$ cat config.mk
export PLATFORM = sky130hd
export DESIGN_NAME = cafc_frame_core
export DESIGN_NICKNAME = d
export VERILOG_FILES = /design/src/rtl/cafc_pkg.sv /design/src/rtl/cafc_crc8.sv /design/src/rtl/cafc_frame_core.sv
export SDC_FILE = /design/constraint.sdc
export NUM_CORES = 1
export LEC_CHECK = 0
export CORE_ASPECT_RATIO = 2
export CORE_UTILIZATION = 66
export DETAILED_ROUTE_END_ITERATION = 12
export DONT_BUFFER_PORTS = 1
export PLACE_DENSITY = 0.91
export SKIP_CTS_REPAIR_TIMING = 1
export SYNTH_ARGS = -nofsm -noshare
export SYNTH_HDL_FRONTEND = slang
export SYNTH_SLANG_ARGS = --single-unit
$ cat constraint.sdc
create_clock -name clk -period 11.05 [get_ports clk]
set_input_delay 2.21 -clock clk [delete_from_list [all_inputs] [get_ports clk]]
set_output_delay 2.21 -clock clk [all_outputs]
set_load 0.01 [all_outputs]
$ cat src/rtl/cafc_pkg.sv
// ----------------------------------------------------------------------------
// cafc_pkg
// Shared types and constants of the curve archive frame checker.
// ----------------------------------------------------------------------------
package cafc_pkg;

  localparam int unsigned HEADER_BYTES = 32;
  localparam int unsigned RECORD_BYTES = 20;
  localparam int unsigned CRC_FIELD_LO = 24;
  localparam int unsigned CRC_FIELD_HI = 28;

  localparam logic [31:0] CRC_INIT = 32'hFFFF_FFFF;
  localparam logic [31:0] CRC_POLY = 32'hEDB8_8320;

  localparam logic [14:0] POSITION_MAX = 15'h7FFF;
  localparam logic [10:0] COUNTER_MAX  = 11'h7FF;
  localparam logic [15:0] VERSION_RESET = 16'd1;

  typedef enum logic [2:0] {
    ST_OK          = 3'd0,
    ST_SIZE        = 3'd1,
    ST_TOO_MANY    = 3'd2,
    ST_BAD_MAGIC   = 3'd3,
    ST_BAD_VERSION = 3'd4,
    ST_BAD_HEADER  = 3'd5,
    ST_BAD_WRAP    = 3'd6,
    ST_BAD_CRC     = 3'd7
  } status_t;

  // one byte handed to the frame core
  typedef struct packed {
    logic       go;
    logic [7:0] data;
    logic       last;
  } step_t;

  // one finished frame result
  typedef struct packed {
    status_t     status;
    logic [14:0] needed_length;
    logic [9:0]  bad_record_index;
    logic [10:0] keys_in_frame;
  } result_t;

  function automatic logic [7:0] magic_byte(input logic [2:0] idx);
    logic [7:0] b;
    unique case (idx)
      3'd0: b = 8'h41;  // A
      3'd1: b = 8'h43;  // C
      3'd2: b = 8'h53;  // S
      3'd3: b = 8'h43;  // C
      3'd4: b = 8'h55;  // U
      3'd5: b = 8'h52;  // R
      3'd6: b = 8'h56;  // V
      default: b = 8'h00;
    endcase
    return b;
  endfunction

endpackage

$ cat src/rtl/cafc_crc8.sv
// ----------------------------------------------------------------------------
// cafc_crc8
// Reflected CRC-32 update by one byte.
// ----------------------------------------------------------------------------
module cafc_crc8 import cafc_pkg::*; (
  input  logic [31:0] crc_in,
  input  logic [7:0]  data,
  output logic [31:0] crc_out
);

  always_comb begin
    logic [31:0] c;
    c = crc_in ^ {24'd0, data};
    for (int i = 0; i < 8; i++) begin
      c = (c >> 1) ^ (CRC_POLY & {32{c[0]}});
    end
    crc_out = c;
  end

endmodule

$ cat src/rtl/cafc_frame_core.sv
// ----------------------------------------------------------------------------
// cafc_frame_core
// Per-frame state: crc, header capture, record watch and final status.
// ----------------------------------------------------------------------------
module cafc_frame_core import cafc_pkg::*; #(
  parameter int unsigned MAX_KEYS = 1024
) (
  input  logic        clk,
  input  logic        rst,
  input  logic [15:0] expected_version,
  input  step_t       step,
  output result_t     result
);

  localparam logic [31:0] MaxKeys = 32'(MAX_KEYS);
  localparam logic [31:0] MaxLen  = 32'(HEADER_BYTES + RECORD_BYTES * MAX_KEYS);

  logic [31:0] running_crc;
  logic [14:0] byte_position;
  status_t     first_header_fault;
  logic [31:0] header_key_count;
  logic [31:0] header_payload_length;
  logic [7:0]  wrap_before;
  logic [7:0]  wrap_after;
  logic [31:0] stored_crc;
  logic [4:0]  record_byte_offset;
  logic [10:0] record_counter;
  logic        reserved_fault_seen;
  logic [9:0]  reserved_fault_record;

  logic [31:0] running_crc_next;
  status_t     fault_code;
  status_t     first_header_fault_next;
  logic        reserved_fault_seen_next;
  logic [9:0]  reserved_fault_record_next;
  logic        in_header;
  logic [4:0]  hdr_idx;
  logic [7:0]  fed;
  logic [4:0]  offset_inc;

  assign in_header = byte_position < 15'(HEADER_BYTES);
  assign hdr_idx   = byte_position[4:0];
  assign fed = (byte_position >= 15'(CRC_FIELD_LO) && byte_position < 15'(CRC_FIELD_HI)) ?
               8'd0 : step.data;
  assign offset_inc = record_byte_offset + 5'd1;

  cafc_crc8 u_crc (
    .crc_in  (running_crc),
    .data    (fed),
    .crc_out (running_crc_next)
  );

  // header byte checks
  always_comb begin
    fault_code = ST_OK;
    if (hdr_idx < 5'd8) begin
      if (step.data != magic_byte(hdr_idx[2:0])) fault_code = ST_BAD_MAGIC;
    end else if (hdr_idx == 5'd8) begin
      if (step.data != expected_version[7:0]) fault_code = ST_BAD_VERSION;
    end else if (hdr_idx == 5'd9) begin
      if (step.data != expected_version[15:8]) fault_code = ST_BAD_VERSION;
    end else if (hdr_idx == 5'd10) begin
      if (step.data != 8'(HEADER_BYTES)) fault_code = ST_BAD_HEADER;
    end else if (hdr_idx == 5'd11 || hdr_idx == 5'd18 || hdr_idx == 5'd19 ||
                 hdr_idx >= 5'd28) begin
      if (step.data != 8'd0) fault_code = ST_BAD_HEADER;
    end
  end

  always_comb begin
    first_header_fault_next = first_header_fault;
    if (in_header && first_header_fault == ST_OK) first_header_fault_next = fault_code;
    reserved_fault_seen_next   = reserved_fault_seen;
    reserved_fault_record_next = reserved_fault_record;
    if (!in_header && record_byte_offset >= 5'd18 && step.data != 8'd0 &&
        !reserved_fault_seen) begin
      reserved_fault_seen_next   = 1'b1;
      reserved_fault_record_next = record_counter[9:0];
    end
  end

  // final decision
  logic [15:0] frame_len;
  logic [16:0] kc_lo;
  logic [20:0] rec_bytes;
  logic [20:0] req_len;

  assign frame_len = {1'b0, byte_position} + 16'd1;
  assign kc_lo     = header_key_count[16:0];
  assign rec_bytes = {kc_lo, 4'b0} + {2'b0, kc_lo, 2'b0};
  assign req_len   = rec_bytes + 21'(HEADER_BYTES);

  always_comb begin
    result.status           = ST_OK;
    result.needed_length    = 15'd0;
    result.bad_record_index = 10'd0;
    result.keys_in_frame    = 11'd0;
    priority if (frame_len < 16'(HEADER_BYTES)) begin
      result.status        = ST_SIZE;
      result.needed_length = 15'(HEADER_BYTES);
    end else if ({16'd0, frame_len} > MaxLen) begin
      result.status        = ST_TOO_MANY;
      result.needed_length = MaxLen[14:0];
    end else if (first_header_fault_next != ST_OK) begin
      result.status = first_header_fault_next;
    end else if (header_key_count > MaxKeys) begin
      result.status        = ST_TOO_MANY;
      result.needed_length = MaxLen[14:0];
    end else begin
      result.needed_length = req_len[14:0];
      priority if (header_payload_length != {11'd0, rec_bytes} ||
                   {5'd0, frame_len} != req_len) begin
        result.status = ST_SIZE;
      end else if (wrap_before > 8'd2 || wrap_after > 8'd2) begin
        result.status = ST_BAD_WRAP;
      end else if (~running_crc_next != stored_crc) begin
        result.status = ST_BAD_CRC;
      end else if (reserved_fault_seen_next) begin
        result.status           = ST_BAD_HEADER;
        result.bad_record_index = reserved_fault_record_next;
      end else begin
        result.keys_in_frame = header_key_count[10:0];
      end
    end
  end

  always_ff @(posedge clk) begin
    if (rst || (step.go && step.last)) begin
      running_crc           <= CRC_INIT;
      byte_position         <= 15'd0;
      first_header_fault    <= ST_OK;
      header_key_count      <= 32'd0;
      header_payload_length <= 32'd0;
      wrap_before           <= 8'd0;
      wrap_after            <= 8'd0;
      stored_crc            <= 32'd0;
      record_byte_offset    <= 5'd0;
      record_counter        <= 11'd0;
      reserved_fault_seen   <= 1'b0;
      reserved_fault_record <= 10'd0;
    end else if (step.go) begin
      running_crc           <= running_crc_next;
      first_header_fault    <= first_header_fault_next;
      reserved_fault_seen   <= reserved_fault_seen_next;
      reserved_fault_record <= reserved_fault_record_next;
      if (byte_position < POSITION_MAX) byte_position <= byte_position + 15'd1;
      if (in_header) begin
        // little-endian byte lanes of the multi-byte fields
        if (hdr_idx >= 5'd12 && hdr_idx < 5'd16)
          header_key_count[{hdr_idx[1:0], 3'b000} +: 8] <= step.data;
        if (hdr_idx == 5'd16) wrap_before <= step.data;
        if (hdr_idx == 5'd17) wrap_after <= step.data;
        if (hdr_idx >= 5'd20 && hdr_idx < 5'd24)
          header_payload_length[{hdr_idx[1:0], 3'b000} +: 8] <= step.data;
        if (hdr_idx >= 5'd24 && hdr_idx < 5'd28)
          stored_crc[{hdr_idx[1:0], 3'b000} +: 8] <= step.data;
      end else begin
        if (offset_inc >= 5'(RECORD_BYTES)) begin
          record_byte_offset <= 5'd0;
          if (record_counter < COUNTER_MAX) record_counter <= record_counter + 11'd1;
        end else begin
          record_byte_offset <= offset_inc;
        end
      end
    end
  end

endmodule

Word level (Yosys, flattened, before mapping)

Cells that the tools add are included.

Register bits: 189
Input bits: 28

Eq/ne operators: 21
Bitwise gates (word level): 11
$lt $le $gt $ge: 20
Muxes and demuxes: 37
Reductions and logical operators: 30
Shift-type cells: 2
Add/sub/neg operators: 7

Operators with widths:

| cell                     | number |
|---|---|
| $xor A31 B32 Y32         | 8 |
| $mux W21                 | 6 |
| $bwmux W32               | 3 |
| $mux W18                 | 3 |
| $mux W3                  | 15 |
| $pmux W7 S6              | 1 |
| $mux W36                 | 1 |
| $gt A32 B11 Y1 const B   | 1 |
| $ne A32 B21 Y1           | 1 |
| $ne A32 B32 Y1           | 1 |
| $not A32 Y32             | 1 |
| $shift A8 B7 Y32 const A | 1 |
| $shiftx A8 B7 Y32        | 1 |
| $xor A32 B8 Y32          | 1 |
| $ge A5 B5 Y1 const B     | 5 |
| $ne A8 B8 Y1             | 3 |
| $add A21 B19 Y21         | 1 |
| $add A21 B6 Y21 const B  | 1 |
| $ne A16 B21 Y1           | 1 |
| $eq A5 B4 Y1 const B     | 4 |
| $eq A5 B5 Y1 const B     | 4 |
| $mux W10                 | 2 |
| $add A15 B1 Y16 const B  | 1 |
| $gt A16 B15 Y1 const B   | 1 |
| other kinds (34)         | 61 |

Logic depth before layout (Yosys ltp)

Depth after elaboration: 21
Gate-level depth with buffers: 16

Hierarchy

From an unflattened synthesis, not the netlist that was laid out.

Cells, all modules: 1,487
Area total of the unflattened synthesis: 11,688.7 sq um

By module, submodules not included:

| module          | seq. area each (sq um) | times used | area an instance (sq um) | cells each |
|---|---|---|---|---|
| cafc_frame_core | 3,783.6                | 1          | 10,876.7                 | 1,416 |
| cafc_crc8       | 0.0                    | 1          | 812.0                    | 71 |

Worst setup path after synthesis

Ideal clock, no wire load.

Kind: input-to-output
From: in step[1] in the netlist's numbering
To: out result[11] in the netlist's numbering
Setup slack: 3.521 ns
Stages: 12
Data arrival time: 5.319 ns
Buffers on the path: 2
Cells stage by stage: clkbuf_1 > o41ai_4 > xor2_4 > xnor3_2 > nand3_1 > nand4_1 > or3b_1 > a2111oi_4 > nand3_2 > or4_1 > buf_4 > nor2_1

RTL lines:

| what               | line                  | source |
|---|---|---|
| start: declaration | cafc_frame_core.sv:11 | `input step_t step,` |
| end: declaration   | cafc_frame_core.sv:12 | `output result_t result` |

==> impl_metrics.json <==
{
  "power.switching_uw": 848.2,
  "num_vias": 11494,
  "fmaxAchievable_mhz": 121.3,
  "wire_per_inst_um": 21.31,
  "drt-initial-drc-count": 1122,
  "clock-root-buffer": "clkbuf_16",
  "p_leak_nw": 4.578,
  "hold_viol": 0,
  "criticalPathCategory": "reg2out",
  "yosys.cell_types.count": 85,
  "clk-insertion-delay-late_ns": 0.44,
  "drive_gt1_frac": 0.04857,
  "ys_seq_area_frac": 0.3122,
  "clockBufferDepth": 2,
  "swShare": 0.3728,
  "finalSetupViolCount": 0,
  "synth_cells": 1551,
  "cts.sinks": 189,
  "worstPathMaxFanout": 10,
  "grt_pass1_wl_um": 56580,
  "drt_first_pass_iters": 10,
  "status": "finished with violations",
  "start_util": 0.6781,
  "violations": "design-rule violations",
  "antenna_left": 0,
  "peakVddDrop_uv": 152.0,
  "cp-end-kind": "output port",
  "finalWorstSetupSlack_ns": 2.803,
  "grt_usage": 0.3823,
  "hold_path.class": "reg2reg",
  "max-cap-violations": 0,
  "grt_overflow": 0,
  "dieArea_um2": 18940,
  "required_ns": 8.84,
  "rows": 69,
  "io_buffers": 0,
  "drc_errors": 16,
  "place_congestion": 1.039,
  "nets": 1543,
  "slew-limit-headroom": 0.1422,
  "fin_skew_ns": 0.01077,
  "mostFrequentLayoutCells": "nor2_1, nand2_1, dfxtp_1",
  "arrival_ns": 6.04,
  "p_per_area_nw_per_um2": 179.6,
  "htree_levels": 4,
  "placed_area_um2": 12080,
  "drt-total-wl_um": 36570,
  "mostFrequentLayoutCell": "nor2_1",
  "grt_pass1_vias": 10929,
  "cts.clk_slew.worst_paths_ns": 0.08,
  "grt_max_degree": 102,
  "dp_slack_ns": 3.002,
  "synth-seq-cells": 189,
  "syn_to_final_growth_pct": 4.553,
  "p_int_mw": 1.427,
  "pwr-share-comb": 0.384,
  "rsz0062_at_grt": "no",
  "pwr-share-seq": 0.341,
  "ys.flop_type": "dfxtp_1",
  "fin_area_um2": 12670,
  "cts_tree": "done",
  "tightest_slew_ns": 1.275,
  "cp-start-kind": "flop",
  "antenna_found_initial": 0,
  "cts_inserted_buffers": 17,
  "post-route-period-util": 0.7464,
  "dieWidth_um": 97.82,
  "core_area_um2": 17870,
  "ys_warn_count": 0,
  "dieHeight_um": 193.6,
  "dp_hpwl_um": 26360,
  "drv_slew": 0,
  "p_total_mw": 2.275,
  "fillCellCount": 1351,
  "io_pins": 67,
  "antennaDiodeCount": 0,
  "via_per_inst": 6.698,
  "p_clk_frac": 0.275,
  "setup-tns-final_ns": 0,
  "async_reset_ff_frac": 0,
  "synthesis.area_um2": 12120,
  "final_util": 0.7090,
  "synth.avg_cell_area_um2": 7.814,
  "synth_edf_count": 0,
  "finalCriticalPeriod_ns": 8.247
}
==> layout make-up <==
class | count | area (um2) | share of cell area
inverters | 14 | 52.55 | 0.004147
well taps | 213 | 266.5 | 0.02103
repair buffers | 5 | 37.54 | 0.002962
clock inverters | 13 | 153.9 | 0.01215
multi-input cells | 1263 | 7944 | 0.6269
flip-flops and latches | 189 | 3784 | 0.2986
clock buffers | 19 | 432.9 | 0.03417
==> through the flow <==
| step | hold WS [ns] | cells |
|---|---|---|
| after global placement | 0.4385 | 1684 |
| final | 0.4534 | 1716 |
| after detailed placement | 0.4458 | 1684 |
| after CTS | 0.4551 | 1716 |
| after floorplan | 0.4316 | 1552 |
| after global routing | 0.4795 | 1716 |
==> cell usage after synthesis (all sizes together) (13+ instances only) <==
| library cell | count | area (um2) |
|---|---|---|
| a211oi | 13 | 97.59 |
| a21oi | 133 | 665.6 |
| a32oi | 18 | 157.7 |
| and2 | 23 | 143.9 |
| and3 | 18 | 112.6 |
| buf | 15 | 93.83 |
| clkbuf | 71 | 266.5 |
| dfxtp | 189 | 3784 |
| ha | 24 | 300.3 |
| inv | 13 | 48.80 |
| mux2i | 22 | 220.2 |
| nand2 | 198 | 743.2 |
| nand3 | 37 | 190.2 |
| nand4 | 20 | 125.1 |
| nor2 | 272 | 1023 |
| nor3 | 31 | 155.2 |
| nor4 | 30 | 193.9 |
| o21ai | 54 | 270.3 |
| xnor2 | 107 | 952.2 |
| xor2 | 82 | 804.5 |
==> cells by family (layout without fill, tap and decap cells) <==
logic type / after synthesis / in the layout / share of synthesized area
xor gates and xnor gates: 205 / 205 / 0.1754
other: 1 / 2 / 0.0003094
DFF: 189 / 189 / 0.3122
adders and majority gates: 25 / 25 / 0.02643
buffers and inverters: 100 / 51 / 0.03407
muxes: 23 / 23 / 0.01910
and+or+nand+nor: 703 / 703 / 0.2675
AOI/OAI and AO/OA: 305 / 305 / 0.1650
==> path summary, 6_finish.rpt <==
| kind | slack (ns) | depth (start not counted) | start | endpoint |
|---|---|---|---|---|
| max | 2.80 | 12 | header_key_count[0] | result[13] |
| min | 0.45 | 2 | reserved_fault_record[6] | reserved_fault_record[6] |
| max reg2reg | 7.22 | 9 | byte_position[4] | running_crc[19] |
| min reg2reg | 0.45 | 2 | reserved_fault_record[6] | reserved_fault_record[6] |
==> critical path, stage by stage (launching register included) <==
cell and delay (ns):
dfxtp_1 0.42, ha_1 0.27, fa_1 0.41, a21o_1 0.19
a21o_1 0.21, xnor2_1 0.21, nor4_1 0.65, nand4_1 0.49
nor4_1 0.70, a41oi_1 0.32, or4_1 0.64, or4_1 0.76
nor2_1 0.31
==> routing by layer <==
| layer | vias to the layer above | GRT usage | routed length (um) |
|---|---|---|---|
| met5 | - | 0 | 0 |
| met4 | 0 | 0.3513 | 3511 |
| met3 | 212 | 0.06489 | 2392 |
| met2 | 597 | 0.6695 | 18350 |
| met1 | 5423 | 0.3773 | 12320 |
| li1 | 5262 | - | - |
==> flip-flops by register name, summed over array words and instances (netlist names), 10 cells and up <==
name / cells
byte_position: 15
header_key_count: 32
header_payload_length: 32
record_counter: 11
reserved_fault_record: 10
running_crc: 32
stored_crc: 32
==> power groups by stage <==
stage / combinational [mW] / sequential (mW) / clock [mW]
floorplan: 0.673 / 0.769 / 0
global placement: 0.815 / 0.787 / 0
detailed placement: 0.834 / 0.788 / 0
CTS: 0.851 / 0.773 / 0.625
global route: 0.928 / 0.777 / 0.655
finish: 0.874 / 0.775 / 0.626
(Power assumes the default switching activity.)
